==> config.mk <==
export PLATFORM = sky130hd
export DESIGN_NAME = sorted_list_insert_remove_core
export DESIGN_NICKNAME = d
export VERILOG_FILES = /design/src/hw/rtl/slri_pkg.sv /design/src/hw/rtl/sorted_list_insert_remove_core.sv /design/src/hw/rtl/slri_cell.sv
export SDC_FILE = /design/constraint.sdc
export NUM_CORES = 2
export LEC_CHECK = 0
export BUFFER_PORTS_ARGS = -buffer_cell sky130_fd_sc_hd__buf_2
export CAP_MARGIN = 15
export CORE_UTILIZATION = 45
export DETAILED_ROUTE_END_ITERATION = 7
export GPL_ROUTABILITY_DRIVEN = 1
export GPL_TIMING_DRIVEN = 0
export HOLD_SLACK_MARGIN = 0.08
export SLEW_MARGIN = 20
export SYNTH_ARGS = -nofsm -noshare
export SYNTH_HDL_FRONTEND = slang
export SYNTH_HIERARCHICAL = 1
export SYNTH_SLANG_ARGS = --single-unit
export TNS_END_PERCENT = 100
==> constraint.sdc <==
create_clock -name clk -period 14.9 [get_ports clk]
set_input_delay 1.49 -clock clk [delete_from_list [all_inputs] [get_ports clk]]
set_output_delay 1.49 -clock clk [all_outputs]
set_load 0.005 [all_outputs]
==> src/hw/rtl/slri_pkg.sv <==
// shared types, codes and constants for the sorted list insert/remove block
package slri_pkg;

  localparam int unsigned DefCapacity = 16;
  localparam int unsigned ValueW      = 32;
  localparam int unsigned StatusW     = 3;
  localparam int unsigned CountOutW   = 5;

  typedef logic signed [ValueW-1:0] value_t;

  typedef enum logic {
    CMD_INSERT = 1'b0,
    CMD_REMOVE = 1'b1
  } cmd_t;

  typedef enum logic [StatusW-1:0] {
    ST_INSERTED = 3'd0,
    ST_REMOVED  = 3'd1,
    ST_NOTFOUND = 3'd2,
    ST_EMPTY    = 3'd3,
    ST_FULL     = 3'd4
  } status_t;

  // per-cycle control broadcast to every cell
  typedef struct packed {
    logic   do_ins;
    logic   do_rem;
    value_t value;
  } slri_ctrl_t;

  // what a cell reports to its right-hand neighbor and the top level
  typedef struct packed {
    logic lt;
    logic match;
  } slri_flags_t;

endpackage

==> src/hw/rtl/sorted_list_insert_remove_core.sv <==
// top level of the sorted list insert/remove block: cell chain plus count and result
// the result of a transferred command is registered at the transfer edge and shown with out_valid
// throughput: one command per clock; busy stays low, every cell compares in parallel
// the critical path is one 32-bit compare per cell, an or-reduce of the match flags and a mux
// reset (rst_n low, synchronous) clears the entry count and the result strobe;
// cell contents are not cleared, only cells below the count are ever looked at
// results cannot be stalled: each one is on the out_ ports for exactly one cycle
module sorted_list_insert_remove_core #(
  parameter int unsigned CAPACITY = slri_pkg::DefCapacity
) (
  input  logic                        clk,
  input  logic                        rst_n,
  input  logic                        start,
  output logic                        busy,
  input  logic                        in_command,
  input  logic signed [31:0]          in_value,
  output logic                        out_valid,
  output logic [2:0]                  out_status,
  output logic [4:0]                  out_entry_count
);
  import slri_pkg::*;

  localparam int unsigned CntW = $clog2(CAPACITY + 1);

  logic [CntW-1:0] count_r;
  logic [CntW-1:0] count_nxt;
  logic            out_valid_r;
  logic            out_valid_nxt;
  status_t         status_r;
  status_t         status_nxt;

  slri_ctrl_t      ctrl;
  value_t          entries [CAPACITY];
  slri_flags_t     flags   [CAPACITY];
  logic [CAPACITY-1:0] match_vec;

  logic accept;
  logic is_remove;
  logic full;
  logic empty;
  logic found;

  // the chain never needs to hold anything off
  assign busy      = 1'b0;
  assign accept    = start && !busy;
  assign is_remove = (in_command == CMD_REMOVE);
  assign full      = (count_r == CntW'(CAPACITY));
  assign empty     = (count_r == '0);
  assign found     = |match_vec;

  // insert needs room, remove needs a match; otherwise the cells hold
  assign ctrl.do_ins = accept && !is_remove && !full;
  assign ctrl.do_rem = accept && is_remove && found;
  assign ctrl.value  = in_value;

  // the cell chain: left neighbor feeds inserts, right neighbor feeds removes
  for (genvar i = 0; i < CAPACITY; i++) begin : g_cell
    logic   occ;
    logic   left_lt;
    value_t left_entry;
    value_t right_entry;

    assign occ = (CntW'(i) < count_r);

    if (i == 0) begin : g_first
      // the head acts as if everything to its left is below the value
      assign left_lt    = 1'b1;
      assign left_entry = in_value;
    end else begin : g_mid
      assign left_lt    = flags[i-1].lt;
      assign left_entry = entries[i-1];
    end

    if (i == CAPACITY - 1) begin : g_last
      // tail slot becomes unused on a remove, its content does not matter
      assign right_entry = entries[i];
    end else begin : g_body
      assign right_entry = entries[i+1];
    end

    slri_cell u_cell (
      .clk        (clk),
      .ctrl       (ctrl),
      .occ        (occ),
      .left_lt    (left_lt),
      .left_entry (left_entry),
      .right_entry(right_entry),
      .entry      (entries[i]),
      .flags      (flags[i])
    );

    assign match_vec[i] = flags[i].match;
  end

  // status and count for the command in flight
  always_comb begin
    count_nxt     = count_r;
    status_nxt    = status_r;
    out_valid_nxt = accept;
    if (accept) begin
      if (!is_remove) begin
        if (full) begin
          status_nxt = ST_FULL;
        end else begin
          status_nxt = ST_INSERTED;
          count_nxt  = count_r + CntW'(1);
        end
      end else begin
        if (empty) begin
          status_nxt = ST_EMPTY;
        end else if (found) begin
          status_nxt = ST_REMOVED;
          count_nxt  = count_r - CntW'(1);
        end else begin
          status_nxt = ST_NOTFOUND;
        end
      end
    end
  end

  always_ff @(posedge clk) begin
    if (!rst_n) begin
      count_r     <= '0;
      out_valid_r <= 1'b0;
    end else begin
      count_r     <= count_nxt;
      out_valid_r <= out_valid_nxt;
    end
    status_r <= status_nxt;
  end

  // the count register already holds the post-command count during the strobe
  assign out_valid       = out_valid_r;
  assign out_status      = status_r;
  assign out_entry_count = CountOutW'(count_r);

endmodule

==> src/hw/rtl/slri_cell.sv <==
// one storage cell of the sorted chain: compare, hold, shift left or right
module slri_cell (
  input  logic                clk,
  input  slri_pkg::slri_ctrl_t ctrl,
  input  logic                occ,
  input  logic                left_lt,
  input  slri_pkg::value_t    left_entry,
  input  slri_pkg::value_t    right_entry,
  output slri_pkg::value_t    entry,
  output slri_pkg::slri_flags_t flags
);
  import slri_pkg::*;

  value_t entry_r;
  value_t entry_nxt;

  // occupied and strictly below the command value
  assign flags.lt    = occ && (entry_r < ctrl.value);
  // first entry not below the value, and equal to it
  assign flags.match = occ && left_lt && (entry_r == ctrl.value);
  assign entry       = entry_r;

  always_comb begin
    entry_nxt = entry_r;
    if (ctrl.do_ins && !flags.lt) begin
      entry_nxt = left_lt ? ctrl.value : left_entry;
    end else if (ctrl.do_rem && !flags.lt) begin
      entry_nxt = right_entry;
    end
  end

  always_ff @(posedge clk) begin
    entry_r <= entry_nxt;
  end

endmodule

Word-level counts from Yosys, hierarchy flattened

Index checks and enable logic that the tools add are counted.

Register bits: 521
Input bits: 36
Logic and storage cells: 244

Add/subtract/negate cells: 2
Magnitude comparators: 32
Equality and inequality tests: 20
Muxes and demuxes: 53
Reductions and logical operators: 118

Operators with widths:

| cell                | count |
|---|---|
| $mux 32             | 45 |
| $eq 32x32->1        | 16 |
| $lt 32x32->1        | 16 |
| $logic_and 1x1->1   | 82 |
| $lt 4x5->1 const A  | 8 |
| $reduce_bool 2->1   | 15 |
| $lt 3x5->1 const A  | 4 |
| $mux 5              | 4 |
| $logic_not 1->1     | 18 |
| $reduce_or 16->1    | 1 |
| $lt 1x5->1 const A  | 2 |
| $lt 2x5->1 const A  | 2 |
| $mux 3              | 2 |
| $add 5x1->5 const B | 1 |
| $eq 5x5->1 const B  | 1 |
| $logic_not 5->1     | 1 |
| $sub 5x1->5 const B | 1 |
| $mux 2              | 2 |
| $ne 2x2->1 const B  | 2 |
| $reduce_and 4->1    | 1 |
| $ne 2x1->1 const B  | 1 |

Longest topological paths before layout

Depth in word-level cells: 9
Gate-level depth with buffers: 18
Mapped depth without buffers: 15

By module

The synthesis kept the hierarchy.

By module, submodules not included:

| module                         | times used | cells each | area each (um^2) | sequential area each (um^2) |
|---|---|---|---|---|
| slri_cell                      | 16         | 221        | 2732.6           | 960.9 |
| sorted_list_insert_remove_core | 1          | 98         | 789.5            | 210.2 |

Worst setup path before layout

OpenSTA, ideal clock, no wires.

Path type: input -> register
From: in in_command
To: reg g_cell[0].u_cell.entry_r[0] (enable)
Setup time: 421 ps
Arrival time: 7575 ps
Required time: 14479 ps
Slack: 6904 ps
Stages: 5
Buffers on the path: 2
Path through: buf_2 -> buf_2 -> a311oi_1 -> nor2_1 -> nor2_1

RTL lines:

| element              | line                                 | RTL |
|---|---|---|
| from (decl)          | sorted_list_insert_remove_core.sv:15 | `input logic in_command,` |
| to (signal assigned) | slri_cell.sv:33                      | `entry_r <= entry_nxt;` |
| to (decl)            | slri_cell.sv:14                      | `value_t entry_r;` |

Final worst setup path

From: in in_value[31]
To: reg g_cell[15].u_cell.entry_r[25] (enable)

Longest elaborated chain between the ends: 4

Ends and longest elaborated chain:

| element              | line                                 | RTL |
|---|---|---|
| from (decl)          | sorted_list_insert_remove_core.sv:16 | `input logic signed [31:0] in_value,` |
| $lt 32x32->1         | slri_cell.sv:18                      | `assign flags.lt = occ && (entry_r < ctrl.value);` |
| $logic_and 1x1->1    | slri_cell.sv:18                      |  |
| $logic_not 1->1      | slri_cell.sv:25                      | `if (ctrl.do_ins && !flags.lt) begin` |
| $logic_and 1x1->1    | slri_cell.sv:25                      |  |
| to (signal assigned) | slri_cell.sv:33                      |  |
| to (decl)            | slri_cell.sv:14                      |  |

No other way between the ends.
A chain may end at the register's enable or synchronous reset.

==> flow_summary.ini <==
[global_route]
grt.total_usage = 0.203
grt_antenna_before_repair = 0
grt_overflow = 0
grt_pass1_wl_mm = 158
grt_pass1_vias = 28274
grt_max_degree = 34

[timing]
tns_ns = 0
hold_viol_final = 0
worstMarginPinSlew_ns = 1.26
maxSlewViolCount = 0
setup_viol = 0
period_minus_slack_ns = 8.61
relSlewSlack = 0.150
rsz0062_at_grt = no
fmax_mhz = 116
clock_skew_ns = 0.0242
period_share = 0.578

[pwr]
seqPwrFrac = 0.408
p_comb_frac = 0.264
pwr-share-clk = 0.328
p_sw_mw = 1.27
powerDensity_mw_per_mm2 = 92.3
ir_drop_v = 0.0000752
finalPower_mw = 4.51
switching_share = 0.281
leakage_nw = 21.7
internal-power_mw = 3.25

[route]
drc_errors = 0
firstDrtPassIters = 5
ant_nets = 0
vias = 27193
routed_wl_mm = 101
drt_iter0_markers = 1107
drt-wirelength-per-cell_um = 19.9
viasPerCell = 5.34

[worst_setup_path]
r2r_setup_slack_ns = 7.39
r2r_start = g_cell[8].u_cell/entry[31]$_DFFE_PP_
endpoint_kind = register
crit_type = in -> reg
required_ns = 15.21
crit_top_cell = nor4_1
reg2reg_depth = 19
cp_max_fo = 33
worst-endpoint-arrival_ns = 8.92
crit_slowest_cell = nor4_1
path_delay_family = simple AND/OR/NAND/NOR gates
timing.rr.end = g_cell[15].u_cell/entry[25]$_DFFE_PP_
max_stage_delay_ns = 0.74
start_kind = primary input
worstPathCellList = buf_2, inv_1, ha_1, nand4_1, nor4_1, nand2_1, a211oi_1, nor2_1, o21ai_0, clkbuf_1, clkbuf_1, nand4_1, nor4_1, nor4_1, and4_1, buf_2, nor2_2, buf_6, nor2_1, nor2_4, buf_16
crit_cells = 21
critPathBufInv = 7

[floorplanning]
start_util = 0.458
die-area_mm2 = 0.100
die_x_um = 317
coreArea_mm2 = 0.0973
die_h_um = 317
rows = 114
io_pins = 46

[clock_tree]
post-cts-setup-buffers = 0
cts_buffer_depth = 3
ctsResizeCount = 0
clk_latency_ns = 0.61
cts_tree = yes
numCtsBuffers = 66
cts_max_level = 3
cts_hold_buf = 0
numClockSinks = 521
clk_pin_slew_ns = 0.05
cts_root_buffer = clkbuf_16

[finish]
final_common_cell = mux2_2
regArea_mm2 = 0.0156
syn2layout_area_growth_pct = 9.90
nets = 4318
multiInputGateArea_mm2 = 0.0259
num-fill-cells = 8690
mostFrequentLayoutCells = 544 x mux2_2, 517 x inv_1, 516 x ha_1, 515 x edfxtp_1, 480 x mux2_4
drive_above_1_share = 0.345
antenna_cells = 0

[flow_run]
max_cap_violations = 0

[placement]
dpl.hpwl_mm = 83.9
portBuffers = 43
gp_congestion = 0.857

[min_path]
min_to = g_cell[11].u_cell/entry[11]$_DFFE_PP_
worst_hold_path_type = reg -> reg
min_path_cells = 1
worstHoldStart = g_cell[12].u_cell/entry[11]$_DFFE_PP_

[logic_synthesis]
synth_fp_nets = 4186
yosysSeqAreaShare = 0.350
yosysWarnings = 6
netlist_instances = 3634
synth_seq_cells = 521
synth_enable_flop_cells = 515
synthArstFlopShare = 0
netlist_area_mm2 = 0.0445
ys_types = 51
synth_ff_type = edfxtp_1
synth.avg_cell_area_um2 = 12.2

[run_status]
outcome = finished, final reports clean
## per-stage QoR
stage | hold WS [ns] | utilization | setup slack [ns] | instances | instance area (µm²)
floorplan | 0.569 | - | 6.90 | 3634 | 44500
global placement | 0.594 | 0.476 | 3.44 | 4953 | 46300
detailed placement | 0.601 | 0.483 | 5.69 | 4974 | 47000
CTS | 0.592 | 0.503 | 6.31 | 5089 | 48900
global route | 0.607 | 0.503 | 6.02 | 5089 | 48900
finish | 0.587 | 0.503 | 6.29 | 5089 | 48900
## cell usage after synthesis (32+ instances only)
library cell	count	area [µm²]
mux2_2	544	6130
a21o_1	97	728
edfxtp_1	515	15500
nand3_1	97	485
mux2_4	480	7210
ha_1	516	6460
or4_4	32	360
inv_1	517	1940
nand2_1	65	244
a211oi_1	48	360
nand4_1	112	701
buf_12	48	961
clkbuf_1	68	255
nor4_1	36	225
o21ai_0	35	175
nor2_1	84	315
a21oi_1	161	806
## logic make-up after synthesis
logic type | synth area share
compound gates | 0.0686
xor+xnor | 0.000394
fa+ha+maj | 0.145
buf+inv | 0.0718
flops | 0.350
mux | 0.301
other cells | 0.000169
simple gates | 0.0630
## power groups by stage
stage / clock (mW) / sequential (mW) / combinational [mW]
2_1_floorplan: 0 / 1.85 / 0.894
6_report: 1.48 / 1.84 / 1.19
3_5_place_dp: 0 / 1.87 / 1.19
4_1_cts: 1.53 / 1.84 / 1.20
3_3_place_gp: 0 / 1.87 / 1.14
5_1_grt: 1.58 / 1.86 / 1.30
## per-layer routing
layer,up-vias,part of all wire,global-route usage
met5,-,0,0
met1,12924,0.46,0.260
met4,0,0.032,0.0672
met2,331,0.49,0.357
li1,13791,-,-
met3,147,0.023,0.0197
## state kept, by name, summed over array words and instances, names as in the netlist
name	cells
g_cell.u_cell/entry	512
out_entry_count	5
out_status	3
out_valid	1
## how the worst max path moves through the flow
stage,startpoint,to
after floorplan,in_command,g_cell[0].u_cell/entry[0]$_DFFE_PP_
after global placement,in_value[31],g_cell[15].u_cell/entry[25]$_DFFE_PP_
after detailed placement,in_value[31],g_cell[15].u_cell/entry[25]$_DFFE_PP_
after CTS,in_value[31],g_cell[15].u_cell/entry[12]$_DFFE_PP_
after global routing,in_value[31],g_cell[15].u_cell/entry[25]$_DFFE_PP_
final,in_value[31],g_cell[15].u_cell/entry[25]$_DFFE_PP_
## area by class of cell
cell class / count / share of cell area
well taps: 1276 / 0.0326
plain buffers: 123 / 0.0257
repair buffers: 64 / 0.0146
inverters: 517 / 0.0397
flip-flops and latches: 521 / 0.319
multi-input cells: 2473 / 0.529
clock inverters: 30 / 0.00333
clock buffers: 85 / 0.0365
## worst reg2reg max path, cell delays in order (launching register included)
cell	delay, ns
edfxtp_1	0.42
ha_1	0.47
nand4_1	0.27
nor4_1	0.74
nand2_1	0.24
a211oi_1	0.55
nor2_1	0.17
o21ai_0	0.41
clkbuf_1	0.34
clkbuf_1	0.65
nand4_1	0.17
nor4_1	0.61
nor4_1	0.26
and4_1	0.29
buf_2	0.18
nor2_2	0.49
buf_6	0.24
nor2_1	0.09
nor2_4	0.37
buf_16	0.23
Note: power is estimated with default switching activity, not from simulation.
